==> config.mk <==
export PLATFORM = sky130hd
export DESIGN_NAME = digitizer_event_word_decoder
export DESIGN_NICKNAME = d
export VERILOG_FILES = /design/src/rtl/evd_pkg.sv /design/src/rtl/evd_parser.sv /design/src/rtl/evd_out_stage.sv /design/src/rtl/digitizer_event_word_decoder.sv
export SDC_FILE = /design/constraint.sdc
export NUM_CORES = 1
export LEC_CHECK = 0
export ABC_AREA = 1
export BUFFER_PORTS_ARGS = -buffer_cell sky130_fd_sc_hd__buf_2
export CAP_MARGIN = 20
export CORE_ASPECT_RATIO = 2
export CORE_UTILIZATION = 63
export CTS_CLUSTER_SIZE = 14
export DETAILED_ROUTE_END_ITERATION = 8
export PLACE_DENSITY = 0.84
export SYNTH_ARGS = -nofsm -noshare
export SYNTH_HDL_FRONTEND = slang
export SYNTH_SLANG_ARGS = --single-unit
==> constraint.sdc <==
create_clock -name clock -period 20.6 [get_ports clock]
set_clock_uncertainty 0.05 [all_clocks]
set_input_delay 5.15 -clock clock [delete_from_list [all_inputs] [get_ports clock]]
set_output_delay 5.15 -clock clock [all_outputs]
set_load 0.01 [all_outputs]
==> src/rtl/evd_pkg.sv <==
package evd_pkg;

   localparam int ENERGY_SUM_WORDS = 4;
   localparam int QDC_SUM_WORDS    = 8;

   localparam logic [4:0] ENERGY_SUM_COUNT = 5'(ENERGY_SUM_WORDS);
   localparam logic [4:0] QDC_SUM_COUNT    = 5'(QDC_SUM_WORDS);

   localparam logic [4:0] HDR_LEN_ESUM = 5'd8;
   localparam logic [4:0] HDR_LEN_QDC  = 5'd12;
   localparam logic [4:0] HDR_LEN_BOTH = 5'd16;

   localparam logic [2:0] KIND_HEADER = 3'd0;
   localparam logic [2:0] KIND_ESUM   = 3'd1;
   localparam logic [2:0] KIND_QDC    = 3'd2;
   localparam logic [2:0] KIND_TRACE  = 3'd3;
   localparam logic [2:0] KIND_ERROR  = 3'd4;

   typedef enum logic [4:0] {
      PH_HDR   = 5'b00001,
      PH_ESUM  = 5'b00010,
      PH_QDC   = 5'b00100,
      PH_TRACE = 5'b01000,
      PH_DONE  = 5'b10000
   } phase_type;

   typedef struct packed {
      logic [2:0]         kind;
      logic [11:0]        source_address;
      logic [4:0]         header_length;
      logic [12:0]        channel_length;
      logic               overflow_flag;
      logic               finish_flag;
      logic signed [63:0] event_time;
      logic [15:0]        energy;
      logic [15:0]        trace_length;
   } rsp_head_type;

   typedef struct packed {
      logic [31:0] item_value;
      logic [15:0] item_index;
      logic        last_of_event;
   } rsp_item_type;

   typedef struct packed {
      logic         any;
      logic         pair;
      rsp_head_type head;
      rsp_item_type lo;
      rsp_item_type hi;
   } decode_type;

endpackage

==> src/rtl/evd_parser.sv <==
module evd_parser (
   input  logic                clock,
   input  logic                reset,
   input  logic                advance,
   input  logic [31:0]         word,
   input  logic                end_of_event,
   output evd_pkg::decode_type dec
);
   import evd_pkg::*;

   localparam logic [2:0] POS_SIZE = 3'd0;
   localparam logic [2:0] POS_W1   = 3'd1;
   localparam logic [2:0] POS_W2   = 3'd2;
   localparam logic [2:0] POS_W3   = 3'd3;
   localparam logic [2:0] POS_W4   = 3'd4;

   phase_type   phase_ff, phase_in;
   logic [2:0]  word_pos_ff, word_pos_in;
   logic [31:0] word1_ff, word1_in;
   logic [31:0] word4_ff, word4_in;
   logic [63:0] time_ff, time_in;
   logic [15:0] group_ff, group_in;
   logic        skip_ff, skip_in;

   logic [31:0] head_w4;
   logic [4:0]  hl;
   logic [12:0] cl;
   logic [14:0] tw;
   logic [63:0] ts_diff;
   logic [4:0]  sum_count;
   logic [16:0] group_next;
   phase_type   nx;
   logic        fin;

   function automatic phase_type follow_phase(phase_type after, logic [4:0] len,
                                              logic trace_nz);
      phase_type res;
      res = PH_DONE;
      if (after == PH_HDR && (len inside {HDR_LEN_ESUM, HDR_LEN_BOTH})) begin
         res = PH_ESUM;
      end else if (after == PH_HDR && len == HDR_LEN_QDC) begin
         res = PH_QDC;
      end else if (after == PH_ESUM && len == HDR_LEN_BOTH) begin
         res = PH_QDC;
      end else if (after != PH_TRACE && trace_nz) begin
         res = PH_TRACE;
      end
      return res;
   endfunction

   assign hl         = word1_ff[16:12];
   assign cl         = word1_ff[29:17];
   assign group_next = {1'b0, group_ff} + 17'd1;
   assign ts_diff    = {15'd0, word[15:0], time_ff[31:0], 1'b0} - {63'd0, word[30]};

   always_comb begin
      phase_in    = phase_ff;
      word_pos_in = word_pos_ff;
      word1_in    = word1_ff;
      word4_in    = word4_ff;
      time_in     = time_ff;
      group_in    = group_ff;
      skip_in     = skip_ff;
      head_w4     = word4_ff;
      nx          = phase_ff;
      fin         = 1'b0;
      sum_count   = (phase_ff == PH_ESUM) ? ENERGY_SUM_COUNT : QDC_SUM_COUNT;
      dec         = '0;

      if (phase_ff == PH_HDR && word_pos_ff == POS_W4) begin
         head_w4 = word;
      end
      tw = head_w4[31:17];

      if (!skip_ff) begin
         case (phase_ff)
            PH_HDR: begin
               case (word_pos_ff)
                  POS_SIZE: begin
                  end
                  POS_W1: begin
                     word1_in = word;
                     word4_in = '0;
                  end
                  POS_W2: time_in = {32'd0, word};
                  POS_W3: time_in = {ts_diff[49:0], word[29:16]};
                  default: begin
                     word4_in = word;
                     dec.any  = 1'b1;
                     if ({8'd0, hl} == {3'd0, cl}) begin
                        dec.lo.last_of_event = 1'b1;
                        nx = PH_DONE;
                     end else if ({3'd0, cl} != {11'd0, hl} + {1'b0, tw}) begin
                        dec.head.kind        = KIND_ERROR;
                        dec.lo.last_of_event = 1'b1;
                        nx = PH_DONE;
                     end else begin
                        nx = follow_phase(PH_HDR, hl, tw != '0);
                        dec.lo.last_of_event = (nx == PH_DONE);
                     end
                     phase_in = nx;
                     group_in = '0;
                     if (nx == PH_DONE) begin
                        skip_in = 1'b1;
                     end
                  end
               endcase
               if (word_pos_ff < POS_W4) begin
                  word_pos_in = word_pos_ff + 3'd1;
               end
            end
            PH_ESUM, PH_QDC: begin
               if (group_next >= {12'd0, sum_count}) begin
                  nx = follow_phase(phase_ff, hl, tw != '0);
               end
               dec.any              = 1'b1;
               dec.head.kind        = (phase_ff == PH_ESUM) ? KIND_ESUM : KIND_QDC;
               dec.lo.item_value    = word;
               dec.lo.item_index    = group_ff;
               dec.lo.last_of_event = (nx == PH_DONE);
               if (nx != phase_ff) begin
                  phase_in = nx;
                  group_in = '0;
                  if (nx == PH_DONE) begin
                     skip_in = 1'b1;
                  end
               end else begin
                  group_in = group_next[15:0];
               end
            end
            PH_TRACE: begin
               fin                  = group_next >= {2'd0, tw};
               dec.any              = 1'b1;
               dec.pair             = 1'b1;
               dec.head.kind        = KIND_TRACE;
               dec.lo.item_value    = {16'd0, word[15:0]};
               dec.lo.item_index    = {group_ff[14:0], 1'b0};
               dec.hi.item_value    = {16'd0, word[31:16]};
               dec.hi.item_index    = {group_ff[14:0], 1'b1};
               dec.hi.last_of_event = fin;
               if (fin) begin
                  phase_in = PH_DONE;
                  group_in = '0;
                  skip_in  = 1'b1;
               end else begin
                  group_in = group_next[15:0];
               end
            end
            default: skip_in = 1'b1;
         endcase
      end

      dec.head.source_address = word1_ff[11:0];
      dec.head.header_length  = word1_ff[16:12];
      dec.head.channel_length = word1_ff[29:17];
      dec.head.overflow_flag  = word1_ff[30];
      dec.head.finish_flag    = word1_ff[31];
      dec.head.event_time     = time_ff;
      dec.head.energy         = head_w4[15:0];
      dec.head.trace_length   = head_w4[31:16];

      if (end_of_event) begin
         phase_in    = PH_HDR;
         word_pos_in = POS_SIZE;
         word1_in    = '0;
         word4_in    = '0;
         time_in     = '0;
         group_in    = '0;
         skip_in     = 1'b0;
      end
   end

   always_ff @(posedge clock) begin
      if (reset) begin
         phase_ff    <= PH_HDR;
         word_pos_ff <= POS_SIZE;
         word1_ff    <= '0;
         word4_ff    <= '0;
         time_ff     <= '0;
         group_ff    <= '0;
         skip_ff     <= 1'b0;
      end else if (advance) begin
         phase_ff    <= phase_in;
         word_pos_ff <= word_pos_in;
         word1_ff    <= word1_in;
         word4_ff    <= word4_in;
         time_ff     <= time_in;
         group_ff    <= group_in;
         skip_ff     <= skip_in;
      end
   end

endmodule

==> src/rtl/evd_out_stage.sv <==
module evd_out_stage (
   input  logic                  clock,
   input  logic                  reset,
   input  logic                  load,
   input  evd_pkg::decode_type   dec,
   output logic                  out_free,
   output logic                  rsp_valid,
   input  logic                  rsp_stall,
   output evd_pkg::rsp_head_type head,
   output evd_pkg::rsp_item_type item
);
   import evd_pkg::*;

   logic         valid_ff, valid_in;
   logic         pair_ff, pair_in;
   rsp_head_type head_ff, head_in;
   rsp_item_type cur_ff, cur_in;
   rsp_item_type hi_ff, hi_in;
   logic         rsp_transfer;

   assign rsp_transfer = valid_ff && !rsp_stall;
   assign out_free     = !valid_ff || (rsp_transfer && !pair_ff);

   always_comb begin
      valid_in = valid_ff;
      pair_in  = pair_ff;
      head_in  = head_ff;
      cur_in   = cur_ff;
      hi_in    = hi_ff;
      if (rsp_transfer && pair_ff) begin
         cur_in  = hi_ff;
         pair_in = 1'b0;
      end else if (load) begin
         valid_in = dec.any;
         pair_in  = dec.pair;
         head_in  = dec.head;
         cur_in   = dec.lo;
         hi_in    = dec.hi;
      end else if (rsp_transfer) begin
         valid_in = 1'b0;
      end
   end

   always_ff @(posedge clock) begin
      if (reset) begin
         valid_ff <= 1'b0;
         pair_ff  <= 1'b0;
      end else begin
         valid_ff <= valid_in;
         pair_ff  <= pair_in;
      end
      head_ff <= head_in;
      cur_ff  <= cur_in;
      hi_ff   <= hi_in;
   end

   assign rsp_valid = valid_ff;
   assign head      = head_ff;
   assign item      = cur_ff;

endmodule

==> src/rtl/digitizer_event_word_decoder.sv <==
// a word accepted into the input register is decoded and registered in the result stage once that stage is free
// throughput: one word per cycle while the result side does not stall; a trace word holds
//   the result side for one result per 16-bit sample, set by the single result stage
// reset: synchronous, active high; clears the parser to expect the size word
//   and empties the input and result registers
module digitizer_event_word_decoder (
   input  logic               clock,
   input  logic               reset,
   input  logic               req_valid,
   output logic               req_stall,
   input  logic [31:0]        req_word,
   input  logic               req_end_of_event,
   output logic               rsp_valid,
   input  logic               rsp_stall,
   output logic [2:0]         rsp_kind,
   output logic [11:0]        rsp_source_address,
   output logic [4:0]         rsp_header_length,
   output logic [12:0]        rsp_channel_length,
   output logic               rsp_overflow_flag,
   output logic               rsp_finish_flag,
   output logic signed [63:0] rsp_event_time,
   output logic [15:0]        rsp_energy,
   output logic [15:0]        rsp_trace_length,
   output logic [31:0]        rsp_item_value,
   output logic [15:0]        rsp_item_index,
   output logic               rsp_last_of_event
);
   import evd_pkg::*;

   logic         in_valid_ff, in_valid_in;
   logic [31:0]  in_word_ff;
   logic         in_eoe_ff;
   logic         req_transfer;
   logic         out_free;
   logic         advance;
   decode_type   dec;
   rsp_head_type head;
   rsp_item_type item;

   assign req_transfer = req_valid && !req_stall;
   assign advance      = in_valid_ff && out_free;
   assign req_stall    = in_valid_ff && !out_free;

   always_comb begin
      in_valid_in = in_valid_ff;
      if (req_transfer) begin
         in_valid_in = 1'b1;
      end else if (advance) begin
         in_valid_in = 1'b0;
      end
   end

   always_ff @(posedge clock) begin
      if (reset) begin
         in_valid_ff <= 1'b0;
      end else begin
         in_valid_ff <= in_valid_in;
      end
      if (req_transfer) begin
         in_word_ff <= req_word;
         in_eoe_ff  <= req_end_of_event;
      end
   end

   evd_parser u_parser (
      .clock        (clock),
      .reset        (reset),
      .advance      (advance),
      .word         (in_word_ff),
      .end_of_event (in_eoe_ff),
      .dec          (dec)
   );

   evd_out_stage u_out (
      .clock     (clock),
      .reset     (reset),
      .load      (advance),
      .dec       (dec),
      .out_free  (out_free),
      .rsp_valid (rsp_valid),
      .rsp_stall (rsp_stall),
      .head      (head),
      .item      (item)
   );

   assign rsp_kind           = head.kind;
   assign rsp_source_address = head.source_address;
   assign rsp_header_length  = head.header_length;
   assign rsp_channel_length = head.channel_length;
   assign rsp_overflow_flag  = head.overflow_flag;
   assign rsp_finish_flag    = head.finish_flag;
   assign rsp_event_time     = head.event_time;
   assign rsp_energy         = head.energy;
   assign rsp_trace_length   = head.trace_length;
   assign rsp_item_value     = item.item_value;
   assign rsp_item_index     = item.item_index;
   assign rsp_last_of_event  = item.last_of_event;

endmodule

# After elaboration in Yosys (flattened, before gate mapping)
# Cells that the tools add are included.
[op_classes] n_addsub=4 n_lt_le_gt_ge=3 eq_ne=23 n_mux=80 bitwise_logic=2 reduce_logical=42
[ops] op="$mux 32" n=8
[ops] op="$mux 64" n=3
[ops] op="$mux 5" n=26
[ops] op="$pmux 64 s2" n=1
[ops] op="$mux 49" n=2
[ops] op="$mux 98" n=1
[ops] op="$pmux 48 s2" n=1
[ops] op="$mux 16" n=5
[ops] op="$pmux 32 s2" n=1
[ops] op="$sub 49x1->50" n=1
[ops] op="$pmux 16 s3" n=1
[ops] op="$mux 33" n=1
[ops] op="$mux 3" n=7
[ops] op="$eq 5x5->1 const B" n=4
[ops] op="$reduce_and 4->1" n=5
[ops] op="$add 16x1->17 const B" n=1
[ops] op="$ge 17x15->1" n=1
[ops] op="$ge 17x5->1" n=1
[ops] op="$add 5x15->16" n=1
[ops] op="$mux 1" n=16
[ops] op="$ne 13x16->1" n=1
[ops] op="$eq 5x4->1 const B" n=3
[ops] op="$pmux 5 s3" n=1
[ops] op="$reduce_bool 15->1" n=1
[ops] op="33 further kinds" n=61
[totals] regBits=418 in_bits=37 out_inout_bits=182 wordCells=183

# Depth between registers and ports, before layout
[depth] ltp_word=23 ltp_mapped=30 mapped_depth_nobuf=29

# Modules after synthesis
# A second synthesis with hierarchy kept.
[unflattened] hier_cells=2250 hier_area_um2=19596.3
[modules_own_cells] mod="evd_parser" instances=1 cells_per_inst=1804 area_each_um2=10926.7 seq_area_each_um2=3062.9
[modules_own_cells] mod="evd_out_stage" instances=1 cells_per_inst=404 area_each_um2=7622.3 seq_area_each_um2=6916.6
[modules_own_cells] mod="digitizer_event_word_decoder" instances=1 cells_per_inst=42 area_each_um2=1047.3 seq_area_each_um2=1011.0

# Least setup slack after synthesis
# OpenSTA, ideal clock, no wires.
[synth_path] path_kind="in2reg" from="input rsp_stall" to="register u_parser.word4_ff[25]" setup_time_ns=0.065 arrival_time_ns=14.389 t_required_ns=20.485 path_slack_ns=6.096 cell_stages=13 n_path_buf=2 cell_sequence="inv_1 -> a21oi_1 -> nor2_1 -> inv_1 -> nor2_1 -> nor2_1 -> inv_1 -> nand3_1 -> inv_1 -> clkbuf_1 -> clkbuf_1 -> o21ai_0 -> nor2_1"
[synth_between] elab_chain_len=6
[synth_lines] element="start: declaration" line="digitizer_event_word_decoder.sv:14" source="input logic rsp_stall,"
[synth_lines] element="$logic_not 1->1" line="evd_out_stage.sv:21" source="assign rsp_transfer = valid_ff && !rsp_stall;"
[synth_lines] element="$logic_and 1x1->1" line="evd_out_stage.sv:21"
[synth_lines] element="$logic_and 1x1->1" line="evd_out_stage.sv:22" source="assign out_free = !valid_ff || (rsp_transfer && !pair_ff);"
[synth_lines] element="$logic_or 1x1->1" line="evd_out_stage.sv:22"
[synth_lines] element="$logic_and 1x1->1" line="digitizer_event_word_decoder.sv:41" source="assign advance = in_valid_ff && out_free;"
[synth_lines] element="$reduce_and 4->1 (no line)"
[synth_lines] element="end signal: assignment" line="evd_parser.sv:186" source="word4_ff <= word4_in;"
[synth_lines] element="end: declaration" line="evd_parser.sv:20" source="logic [31:0] word4_ff, word4_in;"
# No other way between the ends.
# A chain may end at the register's enable or synchronous reset.

# Worst setup path in the final report
[layout_path] from="input rsp_stall" to="output req_stall"
[layout_between] elab_chain_len=6
[layout_lines] element="$logic_not 1->1" line="evd_out_stage.sv:21"
[layout_lines] element="$logic_and 1x1->1" line="evd_out_stage.sv:21"
[layout_lines] element="$logic_and 1x1->1" line="evd_out_stage.sv:22"
[layout_lines] element="$logic_or 1x1->1" line="evd_out_stage.sv:22"
[layout_lines] element="$logic_not 1->1" line="digitizer_event_word_decoder.sv:42" source="assign req_stall = in_valid_ff && !out_free;"
[layout_lines] element="$logic_and 1x1->1" line="digitizer_event_word_decoder.sv:42"
[layout_lines] element="end: declaration" line="digitizer_event_word_decoder.sv:10" source="output logic req_stall,"
# No other way between the ends.

==> summary.md <==
| Metric | Value |
|---|---|
| First-pass GRT wire length | `~90,000 um` |
| Total CTS buffers | `36` |
| Row cnt | `88` |
| Area share of the largest cell type after synthesis | `about two fifths` |
| Pins Over Slew Limit | `0` |
| PostCTS Resize Cnt | `0` |
| Layout cell share with drive strength beyond 1 | `between 10% and 20%` |
| TritonCTS clock tree | `built` |
| Syn Area/Cell | `~9.0 um^2` |
| Initial antenna violation count | `2` |
| Number of distinct library cells after synthesis | `52` |
| H-tree depth | `2` |
| Min Tclk post-route | `between 10 and 15 ns` |
| Post-synth EDFFs | `246` |
| Final core area utilization | `72.7%` |
| Yosys reg bits | `~400` |
| Hold-fix buffers at CTS | `0` |
| First drt pass iteration count | `6` |
| RD Place Congestion | `around 0.97` |
| Worst-Skew Late Latency | `roughly 0.54 ns` |
| Post-detail-place hpwl | `roughly 43,000 um` |
| Routed via count | `~16,000` |
| Main synth FF type | `edfxtp_1` |
| Max Cap Violations | `0` |
| Critical path's largest stage delay | `0.32 ns` |
| Post-route setup TNS | `0 ns` |
| Detailed-route DRC error count | `0` |
| Post-Route WL | `~60,000 um` |
| Die width | `roughly 120 um` |
| Power Density | `91.7 nW/um^2` |
| YS warnings | `0` |
| # setup viols final | `0` |
| Largest net degree at the start of global routing | `148` |
| Total Nets Final | `roughly 2,300` |
| Critical path data arrival time | `6.08 ns` |
| CP required | `between 15 and 20 ns` |
| Mapped Nets | `around 2,100` |
| Synth area leaders | `edfxtp_1, dfxtp_1, nand2_1` |
| Flop2flop setup slack | `15.43 ns` |
| Crit end category | `primary output` |
| Wire per inst | `about 23 um` |
| VDD IR max | `~0.000077 V` |
| Count of final hold-check violations | `0` |
| Antenna Nets Post-Route | `0` |
| Setup repair bufs after CTS | `0` |
| Least-Margin Pin Slew | `1.06 ns` |
| Cells after Synth | `2,034` |
| Vias in the first global route | `15,900` |
| Core ar. | `roughly 29,000 um^2` |
| Bufs on Longest Clock Path | `3` |
| RSZ-0062 raised after global routing | `no` |
| Worst slew margin | `29.5%` |
| Layout area overhead | `13.6%` |
| Async SR Flop Fraction | `0%` |
| Clk sinks | `around 400` |
| CP max FO | `2` |
| Worst path cell trace | `buf_2 > inv_1 > a21oi_1 > inv_1 > nor2_1 > buf_2` |
| Post-route clock period utilization | `54.7%` |
| Synthesized cell area | `between 15,000 and 20,000 um^2` |
| Commonest non-fill, non-tap cell in the layout | `nand2_1` |
| Boundary Pins | `approximately 220` |
| Outcome | `finished, final reports clean` |
| Leakage | `between 8 and 9 nW` |
| Worst-path clk slew | `about 0.06 ns` |
| Die Span Y | `roughly 240 um` |
| Most frequent cells in the layout | `nand2_1, nor2_1, edfxtp_1` |
| Cell accounting for the most synthesized area | `edfxtp_1` |
| CTS root buf | `clkbuf_16` |
| DRT iter0 DRCs | `between 1,000 and 1,500` |
| I/O Buffers | `218` |
| CP Launch Type | `primary input` |
| Post-synthesis sequential area ratio | `between 50% and 60%` |
| Fmax | `between 80 and 90 MHz` |
| Hold crit path type | `reg2reg` |
| Slowest cell on crit path | `a21oi_1` |
| Overflow after GRT | `0` |
| Initial Utilization | `64.0%` |
| GRT Util Overall | `between 40% and 50%` |
| DR vias/cell | `between 6 and 7` |
| Setup Crit Path Kind | `in2out` |
| Die area | `~30,000 um^2` |
==> cell families after synthesis <==
logic type                 count (synthesis)  synth area share, %
and+or+nand+nor                          881                 21.1
DFF                                      402                 57.2
AOI/OAI and AO/OA                        394                 12.0
buffers and inverters                    300                 6.32
adders and majority gates                 31                 2.15
xor gates and xnor gates                  26                 1.24
==> final timing paths <==
path                                 from             end  depth (start not counted)
setup / recovery                rsp_stall       req_stall                          6
hold / removal       u_parser.time_ff[41]  u_out.head[73]                          0
setup reg to reg  u_parser.word_pos_ff[0]   u_out.item[0]                         28
hold reg to reg      u_parser.time_ff[41]  u_out.head[73]                          0
==> stage by stage <==
stage / hold WS (ns) / std cells / instance area, um^2 / total power [mW] / worst slack (ns)
floorplan: 0.353 / 2034 / 18400 / 1.14 / 6.10
detailed placement: 0.366 / 2542 / 19700 / 1.25 / 9.37
finish: 0.381 / 2609 / 20900 / 1.91 / 9.32
global placement: 0.362 / 2542 / 19700 / 1.24 / 9.48
CTS: 0.382 / 2606 / 20800 / 1.91 / 9.31
global route: 0.397 / 2609 / 20900 / 1.98 / 9.26
==> per-layer routing <==
layer / track usage (%) / share of wire, % / vias up
li1: - / - / 7267
met1: 38.1 / 30 / 7367
met2: 71.5 / 52 / 934
met3: 8.68 / 7.0 / 347
met4: 42.3 / 12 / 4
met5: 0 / 0.045 / -
==> registers in the layout (all words and copies together), names as in the netlist, 3 cells and up <==
| register | cells |
|---|---|
| in_word_ff | 32 |
| u_out.head | 131 |
| u_out.hi_ff | 33 |
| u_out.item | 49 |
| u_parser.group_ff | 16 |
| u_parser.phase_ff | 5 |
| u_parser.time_ff | 64 |
| u_parser.word1_ff | 32 |
| u_parser.word4_ff | 32 |
| u_parser.word_pos_ff | 3 |
==> cell type report <==
type | instances | area, um^2
Multi-Input combinational cell | 1332 | 6730
Clock buffer | 61 | 1100
Antenna cell | 1 | 2.50
Clock inverter | 3 | 40.0
Fill cell | 2155 | 7860
Sequential cell | 402 | 10500
Timing Repair Buffer | 234 | 1240
Tap cell | 360 | 450
Inverter | 216 | 811
==> cell usage after synthesis (2+ instances only) <==
cell type / n
nand4_1: 26
nor2_4: 9
nand3_1: 95
nand2_1: 333
a41oi_1: 8
inv_1: 205
a32o_1: 2
ha_1: 30
clkbuf_1: 68
nor3_1: 42
o22ai_1: 15
a31oi_1: 2
o221ai_1: 2
o21ai_1: 2
buf_1: 5
nor2_2: 9
o211ai_1: 12
a211oi_1: 17
nand3_2: 4
nand2_4: 2
edfxtp_1: 246
nor2_1: 314
buf_2: 7
buf_6: 3
xnor2_1: 11
a22oi_1: 24
a21oi_1: 148
xor2_1: 15
o21ai_0: 157
nand3b_1: 5
nand2_2: 20
or2_2: 5
dfxtp_1: 156
nand3_4: 2
inv_2: 10
nor4_1: 7
==> critical path, delay by kind of cell <==
kind / cells / cell delay (ns)
buffers and inverters: 4 / 0.43
and+or+nand+nor: 1 / 0.18
AOI/OAI and AO/OA: 1 / 0.32
==> report_power, final <==
| group | internal, mW | switching (mW) |
|---|---|---|
| sequential | 0.905 | 0.0345 |
| combinational | 0.0842 | 0.222 |
| clock | 0.377 | 0.293 |
| total | 1.37 | 0.549 |
Note: power is estimated with default switching activity, not from simulation.
